==> src/sv/alpe_pkg.sv <==
// ----------------------------------------------------------------------------
// alpe_pkg
// shared types and constants of the led pulse encoder
// ----------------------------------------------------------------------------
package alpe_pkg;

	// configuration register indexes
	localparam logic [2:0] REG_ONE_HIGH    = 3'd0;
	localparam logic [2:0] REG_ZERO_HIGH   = 3'd1;
	localparam logic [2:0] REG_BIT_PERIOD  = 3'd2;
	localparam logic [2:0] REG_RESET_LOW   = 3'd3;
	localparam logic [2:0] REG_LED_COUNT   = 3'd4;

	// register reset values
	localparam logic [7:0]  RST_ONE_HIGH   = 8'd9;
	localparam logic [7:0]  RST_ZERO_HIGH  = 8'd5;
	localparam logic [7:0]  RST_BIT_PERIOD = 8'd17;
	localparam logic [15:0] RST_RESET_LOW  = 16'd96;
	localparam logic [9:0]  RST_LED_COUNT  = 10'd144;

	localparam int QUEUE_DEPTH = 2;
	localparam int BITS_PER_BYTE = 8;

	// one classified byte waiting for the pulse generator
	typedef struct packed {
		logic [7:0] color;
		logic       frame_end;
	} work_t;

	// pulse timing registers seen by the pulse generator
	typedef struct packed {
		logic [7:0]  one_high;
		logic [7:0]  zero_high;
		logic [7:0]  bit_period;
		logic [15:0] reset_low;
	} timing_t;

endpackage

==> src/sv/addressable_led_pulse_encoder_core.sv <==
// ----------------------------------------------------------------------------
// addressable_led_pulse_encoder_core
// colour bytes in, one-wire led bit pulses out
// ----------------------------------------------------------------------------
//  channel   direction  payload
//  s_axis    in         tdata[7:0] colour byte
//  m_axis    out        tdata high/low ticks and bit, tuser reset flag, tlast
//  cfg       in         write of one timing or frame-length register
//
//  each byte gives eight pulse requests, one per cycle unless the output stalls;
//  a frame-closing byte adds a ninth (latch reset pulse); the generator loads the
//  next byte as it issues the last request; bytes queue two deep
//  reset clears counters, the queue and the output stage; registers go to defaults
//  a stalled output holds its request; the front keeps taking bytes until the queue fills
// ----------------------------------------------------------------------------
module addressable_led_pulse_encoder_core import alpe_pkg::*; #(
	parameter int BYTES_PER_LED   = 3,
	parameter int LED_INDEX_WIDTH = 10
) (
	input  logic        clk,
	input  logic        arst_n,
	// configuration write port
	input  logic        cfg_we,
	input  logic [2:0]  cfg_index,
	input  logic [15:0] cfg_data,
	// input stream
	input  logic        s_axis_tvalid,
	output logic        s_axis_tready,
	input  logic [7:0]  s_axis_tdata,   // [7:0] color_byte
	// output stream
	output logic        m_axis_tvalid,
	input  logic        m_axis_tready,
	output logic [31:0] m_axis_tdata,   // [7:0] high_ticks, [23:8] low_ticks, [24] data_bit
	output logic [0:0]  m_axis_tuser,   // [0] is_reset
	output logic        m_axis_tlast    // last request caused by the byte
);

	// configuration registers
	logic [7:0]  one_high_q;
	logic [7:0]  zero_high_q;
	logic [7:0]  bit_period_q;
	logic [15:0] reset_low_q;
	logic [9:0]  led_count_q;

	timing_t     timing;

	// front to queue and queue to back
	logic        push_valid;
	logic        push_ready;
	work_t       push_data;
	logic        pop_valid;
	logic        pop_ready;
	work_t       pop_data;

	// result fields
	logic [7:0]  out_high;
	logic [15:0] out_low;
	logic        out_bit;
	logic        out_is_reset;
	logic        out_last;

	always_ff @(posedge clk or negedge arst_n) begin
		if (!arst_n) begin
			one_high_q   <= RST_ONE_HIGH;
			zero_high_q  <= RST_ZERO_HIGH;
			bit_period_q <= RST_BIT_PERIOD;
			reset_low_q  <= RST_RESET_LOW;
			led_count_q  <= RST_LED_COUNT;
		end else if (cfg_we) begin
			case (cfg_index)
				REG_ONE_HIGH:   one_high_q   <= cfg_data[7:0];
				REG_ZERO_HIGH:  zero_high_q  <= cfg_data[7:0];
				REG_BIT_PERIOD: bit_period_q <= cfg_data[7:0];
				REG_RESET_LOW:  reset_low_q  <= cfg_data;
				REG_LED_COUNT:  led_count_q  <= cfg_data[9:0];
				default: ;  // unused indexes are ignored
			endcase
		end
	end

	assign timing.one_high   = one_high_q;
	assign timing.zero_high  = zero_high_q;
	assign timing.bit_period = bit_period_q;
	assign timing.reset_low  = reset_low_q;

	// byte and led counting, frame-end marking
	alpe_front #(
		.BYTES_PER_LED  (BYTES_PER_LED),
		.LED_INDEX_WIDTH(LED_INDEX_WIDTH)
	) u_front (
		.clk       (clk),
		.arst_n    (arst_n),
		.led_count (led_count_q),
		.in_valid  (s_axis_tvalid),
		.in_ready  (s_axis_tready),
		.in_color  (s_axis_tdata),
		.push_valid(push_valid),
		.push_ready(push_ready),
		.push_data (push_data)
	);

	// decoupling queue
	alpe_queue u_queue (
		.clk       (clk),
		.arst_n    (arst_n),
		.push_valid(push_valid),
		.push_ready(push_ready),
		.push_data (push_data),
		.pop_valid (pop_valid),
		.pop_ready (pop_ready),
		.pop_data  (pop_data)
	);

	// pulse generation with registered output
	alpe_back u_back (
		.clk         (clk),
		.arst_n      (arst_n),
		.timing      (timing),
		.pop_valid   (pop_valid),
		.pop_ready   (pop_ready),
		.pop_data    (pop_data),
		.out_valid   (m_axis_tvalid),
		.out_ready   (m_axis_tready),
		.out_high    (out_high),
		.out_low     (out_low),
		.out_bit     (out_bit),
		.out_is_reset(out_is_reset),
		.out_last    (out_last)
	);

	assign m_axis_tdata = {7'd0, out_bit, out_low, out_high};
	assign m_axis_tuser = out_is_reset;
	assign m_axis_tlast = out_last;

endmodule

==> src/sv/alpe_front.sv <==
// ----------------------------------------------------------------------------
// alpe_front
// takes colour bytes and marks the one that closes a frame
// ----------------------------------------------------------------------------
module alpe_front import alpe_pkg::*; #(
	parameter int BYTES_PER_LED   = 3,
	parameter int LED_INDEX_WIDTH = 10
) (
	input  logic       clk,
	input  logic       arst_n,
	input  logic [9:0] led_count,
	input  logic       in_valid,
	output logic       in_ready,
	input  logic [7:0] in_color,
	output logic       push_valid,
	input  logic       push_ready,
	output work_t      push_data
);

	localparam int BW    = (BYTES_PER_LED > 2) ? $clog2(BYTES_PER_LED) : 1;
	localparam int CMP_W = (LED_INDEX_WIDTH + 1 > 11) ? LED_INDEX_WIDTH + 1 : 11;

	logic [BW-1:0]              byte_in_led_q;
	logic [LED_INDEX_WIDTH-1:0] led_index_q;
	logic [BW:0]                byte_inc;
	logic [LED_INDEX_WIDTH:0]   next_led;
	logic                       led_done;
	logic                       frame_end;
	logic                       accept;

	assign byte_inc  = {1'b0, byte_in_led_q} + 1'b1;
	assign led_done  = byte_inc >= (BW+1)'(BYTES_PER_LED);
	assign next_led  = {1'b0, led_index_q} + 1'b1;
	// overflow of the index ends the frame as well
	assign frame_end = led_done && ((CMP_W'(next_led) >= CMP_W'(led_count))
		|| next_led[LED_INDEX_WIDTH]);

	assign in_ready   = push_ready;
	assign push_valid = in_valid;
	assign accept     = in_valid && push_ready;

	assign push_data.color     = in_color;
	assign push_data.frame_end = frame_end;

	always_ff @(posedge clk or negedge arst_n) begin
		if (!arst_n) begin
			byte_in_led_q <= '0;
			led_index_q   <= '0;
		end else if (accept) begin
			if (led_done) begin
				byte_in_led_q <= '0;
				led_index_q   <= frame_end ? '0 : next_led[LED_INDEX_WIDTH-1:0];
			end else begin
				byte_in_led_q <= byte_inc[BW-1:0];
			end
		end
	end

endmodule

==> src/sv/alpe_queue.sv <==
// ----------------------------------------------------------------------------
// alpe_queue
// short queue between byte classification and pulse generation
// ----------------------------------------------------------------------------
module alpe_queue import alpe_pkg::*; (
	input  logic  clk,
	input  logic  arst_n,
	input  logic  push_valid,
	output logic  push_ready,
	input  work_t push_data,
	output logic  pop_valid,
	input  logic  pop_ready,
	output work_t pop_data
);

	localparam int PW = (QUEUE_DEPTH > 1) ? $clog2(QUEUE_DEPTH) : 1;
	localparam int CW = $clog2(QUEUE_DEPTH + 1);

	work_t         entry_q [QUEUE_DEPTH];
	logic [PW-1:0] wr_ptr_q;
	logic [PW-1:0] rd_ptr_q;
	logic [CW-1:0] count_q;
	logic          push;
	logic          pop;

	assign push_ready = count_q != CW'(QUEUE_DEPTH);
	assign pop_valid  = count_q != '0;
	assign pop_data   = entry_q[rd_ptr_q];
	assign push       = push_valid && push_ready;
	assign pop        = pop_valid && pop_ready;

	always_ff @(posedge clk) begin
		if (push) begin
			entry_q[wr_ptr_q] <= push_data;
		end
	end

	always_ff @(posedge clk or negedge arst_n) begin
		if (!arst_n) begin
			wr_ptr_q <= '0;
			rd_ptr_q <= '0;
			count_q  <= '0;
		end else begin
			if (push) begin
				wr_ptr_q <= (wr_ptr_q == PW'(QUEUE_DEPTH - 1)) ? '0 : wr_ptr_q + 1'b1;
			end
			if (pop) begin
				rd_ptr_q <= (rd_ptr_q == PW'(QUEUE_DEPTH - 1)) ? '0 : rd_ptr_q + 1'b1;
			end
			if (push && !pop) begin
				count_q <= count_q + 1'b1;
			end else if (pop && !push) begin
				count_q <= count_q - 1'b1;
			end
		end
	end

	a_count_bound: assert property (@(posedge clk) disable iff (!arst_n)
		count_q <= CW'(QUEUE_DEPTH))
		else $error("queue count beyond depth");
	a_ptr_gap: assert property (@(posedge clk) disable iff (!arst_n)
		(count_q == '0) |-> (wr_ptr_q == rd_ptr_q))
		else $error("queue empty with pointers apart");
	a_pop_nonempty: assert property (@(posedge clk) disable iff (!arst_n)
		pop |=> (count_q < CW'(QUEUE_DEPTH)) || $past(push))
		else $error("queue still full after pop");

endmodule

==> src/sv/alpe_back.sv <==
// ----------------------------------------------------------------------------
// alpe_back
// turns one queued byte into eight bit pulses and an optional latch reset
// ----------------------------------------------------------------------------
module alpe_back import alpe_pkg::*; (
	input  logic         clk,
	input  logic         arst_n,
	input  timing_t      timing,
	input  logic         pop_valid,
	output logic         pop_ready,
	input  work_t        pop_data,
	output logic         out_valid,
	input  logic         out_ready,
	output logic [7:0]   out_high,
	output logic [15:0]  out_low,
	output logic         out_bit,
	output logic         out_is_reset,
	output logic         out_last
);

	logic       busy_q;
	logic [7:0] color_q;
	logic       fe_q;
	logic [3:0] cnt_q;
	logic       out_valid_q;
	logic       advance;
	logic       finish;
	logic       load;
	logic       is_rst;
	logic       cur_bit;
	logic [7:0] cur_high;
	logic [7:0] cur_low;

	assign advance = !out_valid_q || out_ready;
	assign is_rst  = (cnt_q == 4'(BITS_PER_BYTE));
	assign finish  = busy_q && advance && (fe_q ? is_rst : (cnt_q == 4'(BITS_PER_BYTE - 1)));
	assign load    = pop_valid && (!busy_q || finish);
	assign pop_ready = !busy_q || finish;

	// msb first
	assign cur_bit  = color_q[~cnt_q[2:0]];
	assign cur_high = cur_bit ? timing.one_high : timing.zero_high;
	assign cur_low  = (timing.bit_period > cur_high) ? timing.bit_period - cur_high : 8'd0;

	always_ff @(posedge clk or negedge arst_n) begin
		if (!arst_n) begin
			busy_q      <= 1'b0;
			cnt_q       <= '0;
			out_valid_q <= 1'b0;
		end else begin
			if (load) begin
				busy_q <= 1'b1;
				cnt_q  <= '0;
			end else if (finish) begin
				busy_q <= 1'b0;
			end else if (busy_q && advance) begin
				cnt_q <= cnt_q + 1'b1;
			end
			if (advance) begin
				out_valid_q <= busy_q;
			end
		end
	end

	always_ff @(posedge clk) begin
		if (load) begin
			color_q <= pop_data.color;
			fe_q    <= pop_data.frame_end;
		end
		if (busy_q && advance) begin
			if (is_rst) begin
				out_high     <= 8'd0;
				out_low      <= timing.reset_low;
				out_bit      <= 1'b0;
				out_is_reset <= 1'b1;
				out_last     <= 1'b1;
			end else begin
				out_high     <= cur_high;
				out_low      <= {8'd0, cur_low};
				out_bit      <= cur_bit;
				out_is_reset <= 1'b0;
				out_last     <= !fe_q && (cnt_q == 4'(BITS_PER_BYTE - 1));
			end
		end
	end

	assign out_valid = out_valid_q;

	a_cnt_range: assert property (@(posedge clk) disable iff (!arst_n)
		busy_q |-> (cnt_q <= 4'(BITS_PER_BYTE)))
		else $error("bit counter out of range");
	a_rst_only_frame_end: assert property (@(posedge clk) disable iff (!arst_n)
		(busy_q && !fe_q) |-> (cnt_q < 4'(BITS_PER_BYTE)))
		else $error("reset pulse for byte inside frame");
	a_reset_is_last: assert property (@(posedge clk) disable iff (!arst_n)
		(out_valid_q && out_is_reset) |-> out_last)
		else $error("reset pulse not marked last");

endmodule
==> config.mk <==
export PLATFORM = sky130hd
export DESIGN_NAME = addressable_led_pulse_encoder_core
export DESIGN_NICKNAME = d
export VERILOG_FILES = /design/src/sv/alpe_pkg.sv /design/src/sv/addressable_led_pulse_encoder_core.sv /design/src/sv/alpe_front.sv /design/src/sv/alpe_queue.sv /design/src/sv/alpe_back.sv
export SDC_FILE = /design/constraint.sdc
export NUM_CORES = 1
export LEC_CHECK = 0
export ABC_CLOCK_PERIOD_IN_PS = 7600
export BUFFER_PORTS_ARGS = -buffer_cell sky130_fd_sc_hd__buf_2
export CAP_MARGIN = 5
export CORE_MARGIN = 1
export CORE_UTILIZATION = 35
export CTS_BUF_LIST = sky130_fd_sc_hd__clkbuf_16
export DETAILED_ROUTE_END_ITERATION = 12
export PLACE_DENSITY = 0.61
export SYNTH_ARGS = -nofsm -noshare
export SYNTH_HDL_FRONTEND = slang
export SYNTH_HIERARCHICAL = 1
export SYNTH_SLANG_ARGS = --single-unit
==> constraint.sdc <==
create_clock -name clk -period 7.6 [get_ports clk]
set_input_delay 1.9 -clock clk [delete_from_list [all_inputs] [get_ports clk]]
set_output_delay 1.9 -clock clk [all_outputs]
set_load 0.02 [all_outputs]
### Yosys cells after proc, flatten, opt, wreduce, memory -nomap -nowiden

Memory sizes are Yosys's and may differ from the RTL's. A register that Yosys moved wholly into a read port is not among the register bits.
Index checks and enable logic that the tools add are counted.

* flip-flop bits (word level): 99
* latch bits: 0
* RAM bits: 18
* bits in read-only memories: 0
* input bits: 32
* memories: 1

* add/subtract/negate cells: 8
* multiply operators: 0
* divide/modulo/power cells: 0
* order comparisons: 4
* equality and inequality tests: 8
* shifts and indexed selects: 0
* mux-type cells: 20
* bitwise gates (word level): 1
* reduce and logical (&&, ||, !) cells: 28

Memory list
* u_queue.entry_q: depth 2, width 9, rd ports 1, clocked after Yosys merged registers in 1, wr ports 1, line alpe_queue.sv:19 `work_t entry_q [QUEUE_DEPTH];`

Operators with widths (number)
* $mux W8: 3
* $reduce_and A2 Y1: 7
* $mux W4: 3
* $add A10 B1 Y11 const B: 1
* $ge A11 B10 Y1: 1
* $mux W10: 1
* $mux W1: 9
* $gt A8 B8 Y1: 1
* $logic_and A1 B1 Y1: 8
* $reduce_bool A2 Y1: 4
* $sub A8 B8 Y8: 1
* $eq A3 B2 Y1 const B: 2
* $mux W2: 3
* $logic_not A1 Y1: 5
* $add A4 B1 Y4 const B: 1
* $eq A4 B3 Y1 const B: 1
* $eq A4 B4 Y1 const B: 1
* $lt A3 B4 Y1 const B: 1
* $ne A2 B2 Y1 const B: 2
* $add A2 B1 Y3 const B: 1
* $bmux W1 S3: 1
* $eq A3 B1 Y1 const B: 1
* $eq A3 B3 Y1 const B: 1
* $ge A3 B2 Y1 const B: 1
* 6 further kinds: 9

### Longest topological paths before layout

* word-level depth: 9
* depth in mapped cells: 15
* depth with buffers taken out: 14

### Modules after synthesis

Netlist, hierarchy kept.

Modules (own cells, without submodules)
* alpe_back: times used 1, cells each 173, area an instance 2224.6 um^2, seq. area each 1231.2 um^2
* addressable_led_pulse_encoder_core: times used 1, cells each 118, area an instance 1989.4 um^2, seq. area each 1263.7 um^2
* alpe_front: times used 1, cells each 122, area an instance 1056.0 um^2, seq. area each 300.3 um^2
* alpe_queue: times used 1, cells each 46, area an instance 860.8 um^2, seq. area each 640.6 um^2

### Worst setup path before layout

OpenSTA, ideal clock, no wires.

* kind: in2reg
* from: in m_axis_tready
* to: reg u_back.cnt_q[3]
* setup time: 0.141 ns
* arrival: 3.440 ns
* path slack: 4.019 ns
* stages: 7
* path buffers: 1
* cell sequence: nand2b_1 -> and2_1 -> and2_1 -> clkbuf_1 -> nand4_1 -> xor2_1 -> nor2_1

* word-level cells in the longest chain between the ends: 7
* elaborated cells on any way between the ends: 9

RTL lines
* from (decl): line addressable_led_pulse_encoder_core.sv:32 `input logic m_axis_tready,`
* $logic_or A1 B1 Y1 (*): line alpe_back.sv:34 `assign advance = !out_valid_q || out_ready;`
* $logic_and A1 B1 Y1 (*): line alpe_back.sv:36, alpe_back.sv:56
* $logic_and A1 B1 Y1: line alpe_back.sv:36 `assign finish = busy_q && advance && (fe_q ? is_rst : (cnt_q == 4'(BITS_PER_BYTE - 1)));`
* $logic_or A1 B1 Y1: line alpe_back.sv:37 `assign load = pop_valid && (!busy_q || finish);`
* $logic_and A1 B1 Y1: line alpe_back.sv:37
* $ne A2 B2 Y1 (no line) / $reduce_bool A2 Y1 (equally long branches)
* $reduce_and A2 Y1 (no line)
* to (signal assigned): line alpe_back.sv:57 `cnt_q <= cnt_q + 1'b1;`
* to (decl): line alpe_back.sv:24 `logic [3:0] cnt_q;`

Mark *: on every way between the ends. The rest lies on a longest branch, timed or not.
A chain may end at the register's enable or synchronous reset.

### Worst setup path in the final report

* from: reg u_back.cnt_q[0]
* to: reg u_back.out_low[6], data pin

* word-level cells in the longest chain between the ends: 7
* elaborated cells on any way between the ends: 9

RTL lines
* $not A3 Y3: line alpe_back.sv:41 `assign cur_bit = color_q[~cnt_q[2:0]];`
* $bmux W1 S3: line alpe_back.sv:41
* $mux W1 (implied by the code): line alpe_back.sv:41
* $mux W8: line alpe_back.sv:42 `assign cur_high = cur_bit ? timing.one_high : timing.zero_high;`
* $sub A8 B8 Y8 / $gt A8 B8 Y1 (equally long branches): line alpe_back.sv:43 `assign cur_low = (timing.bit_period > cur_high) ? timing.bit_period - cur_high : 8'd0;`
* $mux W8: line alpe_back.sv:43
* $mux W8 (*): line alpe_back.sv:71 `if (is_rst) begin`
* to (signal assigned): line alpe_back.sv:73 `out_low <= timing.reset_low;`
* to (signal assigned): line alpe_back.sv:79 `out_low <= {8'd0, cur_low};`
* to (decl): line alpe_back.sv:15 `output logic [15:0] out_low,`

Mark *: on every way between the ends. The rest lies on a longest branch, timed or not. The select of a mux whose other input is x is not followed.

==> summary.txt <==
Run status
  • Status: completed

Synthesis
  • Post-synthesis sequential area ratio: 56.04%
  • Post-synth top area share: 26.45%
  • Largest family of logic cells by synthesized area: multiplexers
  • Synth area leaders: edfxtp_1 26%, dfrtp_1 25%, mux2_2 11%
  • Ys flop type: dfrtp_1
  • Post-Synth XOR/XNOR Area: roughly 3.3%
  • Adder-cell area share of the yosys netlist: under 10%
  • EDFF count, synth: 54
  • Synth async-reset ratio: 57.14%
  • Yosys top cell by area: edfxtp_1
  • Netlist Area Pre-Place: approximately 6000 um^2
  • Ys Warns: 6
  • Simple-gate portion of the synthesized area: between 10% and 20%
  • Mapped Cells: between 400 and 500
  • Avg Cell Area, Syn: around 13 um^2
  • Number of library cell types mapped by synthesis: 65
  • Compound-cell area share of the yosys netlist: ~6.3%
  • Mux contribution to synthesized area: 13.98%
  • Yosys reg bits: 126

Setup path
  • WP data required: 7.76 ns
  • Crit start category: register
  • Worst path arrival time: approximately 4.2 ns
  • CP Class: reg2reg
  • Critical path fanouts, max: 13
  • Setup crit end kind: register

Clocking
  • Clk sinks: around 130
  • Latest clock arrival within the worst-skew pair: a little over 0.4 ns
  • H-tree Lvls: 4
  • Max Root-Sink Buffers: 2
  • Clock Tree Root: clkbuf_16
  • Num CTS Buffers: 17
  • Post-CTS Resized: 0
  • Worst-path clk slew: around 0.060 ns
  • CTS tree: done
  • Hold Buf Count CTS: 0
  • Post-CTS setup buffer count: 0

Timing
  • # setup viols final: 0
  • Tmin final: between 4 and 5 ns
  • Final worst-path cycle share: approximately 53%
  • Unrepaired setup endpoints after global routing: false
  • Slew HR: 38.93%
  • Fmax: around 250 MHz
  • Pin slew with the least headroom to its limit: just over 0.9 ns
  • Fin. max-slew vios: 0
  • Final hold vios: 0
  • Setup tns final: 0 ns
  • Final hold slack: a little under 0.5 ns
  • Final Skew: 0.007958 ns

Drt
  • Routed Antenna Nets: 0
  • Via Count: between 3000 and 4000
  • Met3 routed WL: roughly 420 um
  • Initial DRC Count: approximately 190
  • Drt total wl: 10.59 mm
  • Met1 wire length: roughly 4.5 mm
  • Detailed-route DRC error count: 0
  • Wire per inst: around 14 um
  • Metal2 WL: 5.484 mm
  • Initial DRT Pass Iterations: 4
  • Post-DR vias/cell: roughly 4.8
  • Top routing layer used: met4

Final layout
  • Multi-input logic area: 2415 um^2
  • Final #Nets: 564
  • Share of cells above drive strength 1: a little over a third
  • FILL cells: between 1500 and 2000
  • Storage cell area: between 3000 and 4000 um^2
  • Area Growth Syn to Fin: 15.76%
  • Number of diodes: 0

Min path
  • Min-Delay Path Class: reg2reg

Place
  • Port Buf Inserts: 60
  • DPL Wire Length: between 7 and 8 mm
  • GPL Wtd Cong: roughly 0.83

Floorplanning
  • Die H: about 130 um
  • DIE AREA: around 18000 um^2
  • Initial Utilization: between 30 and 40%
  • Top-Level Pins: just under 70
  • Width of the die: between 100 and 150 um
  • Core ar.: 17180 um^2
  • Number of cell rows: 48

Global routing
  • Largest net degree at the start of global routing: 73
  • GR Util All Layers: between 10% and 20%
  • Initial antenna violation count: 0
  • GRT overflow: 0
  • First-pass GRT wire length: around 18 mm
  • Vias in the first global route: about 3800

Power
  • Leakage power: between 2 and 3 nW
  • Peak supply drop: between 0.15 and 0.2 mV
  • Pwr per Cell Area: 381.7 nW/um^2

Run
  • # Max-Cap Violations: 0
-- worst paths after layout --
kind	from	endpoint	slack (ns)	depth (start not counted)
min in group asynchronous	arst_n	reset_low_q[13]	1.71	2
worst min register to register	u_front/byte_in_led_q[0]	u_front/byte_in_led_q[1]	0.49	2
worst max register to register	u_back/cnt_q[0]	u_back/out_low[6]	3.58	9
max in group asynchronous	arst_n	u_back/cnt_q[2]	5.30	2
worst min-delay path	u_front/byte_in_led_q[0]	u_front/byte_in_led_q[1]	0.49	2
worst max-delay path	u_back/cnt_q[0]	u_back/out_low[6]	3.58	9
-- sequential cells by signal (all words and copies together) (netlist names) --
signal and cells:
u_back/out_high 8, u_queue/wr_ptr_q 1, one_high_q 8, u_back/out_bit 1
u_back/cnt_q 4, reset_low_q 16, u_back/out_low 16, u_queue/rd_ptr_q 1
u_front/led_index_q 10, zero_high_q 8, bit_period_q 8, u_back/color_q 8
u_back/busy_q 1, u_queue/entry_q 18, u_back/fe_q 1, u_back/out_last 1
u_back/out_valid 1, u_back/out_is_reset 1, u_front/byte_in_led_q 2, u_queue/count_q 2
led_count_q 10
-- critical path: stages (launching register included) --
cell       delay, ns
dfrtp_1         0.47
mux4_1          0.64
mux2i_4         0.56
mux2i_1         0.30
ha_1            0.37
and4b_1         0.26
a2111oi_4       0.40
a211oi_1        0.15
o311a_4         0.38
a32o_1          0.24
-- kinds of logic after synthesis --
group | after synthesis
other | 1
muxes | 73
buffers and inverters | 54
xor gates and xnor gates | 23
and+or+nand+nor | 115
AOI/OAI and AO/OA | 46
adders and majority gates | 21
DFF | 126
-- placed cells by master (no fill, tap or decap), types with 13 or more instances in the layout --
master     count
edfxtp_1      54
clkbuf_16     17
ha_1          21
nand2_1       25
nand3_1       13
buf_2         60
xnor2_1       14
mux2_2        62
dfrtp_1       62
inv_1         17
nor2_1        24
-- Yosys cell counts (all sizes together), types with 2 or more instances --
cell type and number:
and2 12, xor2 9, mux4 2, dfstp 10, nand4 4, nand3 15, or3 2, a21oi 9
nor2 26, clkbuf 9, a21o 3, ha 21, nor3b 2, a211oi 2, nor2b 3, nand3b 2
mux2i 9, nor3 2, edfxtp 54, a2111oi 2, and4bb 3, o21ai 12, nand2b 7, a22o 7
mux2 62, dfrtp 62, nand2 26, and3 3, buf 27, inv 18, or2 2, xnor2 14
-- report_power, final --
group,internal (mW),total (mW),switching [mW]
clock,0.460,0.774,0.314
sequential,0.931,1.04,0.105
combinational,0.414,0.899,0.485
total,1.80,2.71,0.904
-- area by class of cell --
type	count	share of cell area, %
clock buffer	17	5.994
clock inverter	15	2.098
inverter	18	0.9520
multi-input combinational	285	34.03
sequential	126	48.41
tap	225	3.967
timing repair buffer	63	4.549
-- stage by stage --
stage	cell area (um^2)	power, mW	cells	worst slack (ns)	utilization, %
2_1_floorplan	6153	1.771	465	4.019	-
3_3_place_gp	6523	1.922	717	3.698	37.97
3_5_place_dp	6523	1.948	717	3.621	37.97
4_1_cts	7097	2.734	749	3.604	41.32
5_1_grt	7097	2.878	749	3.416	41.32
6_report	7097	2.709	749	3.579	41.32
-- layer usage --
metal  up-vias  track usage (%)
li1       1734                -
met1      1766            14.43
met2        79            22.63
met3        14            3.590
met4         0            5.368
met5         -                0
(Power assumes the default switching activity.)
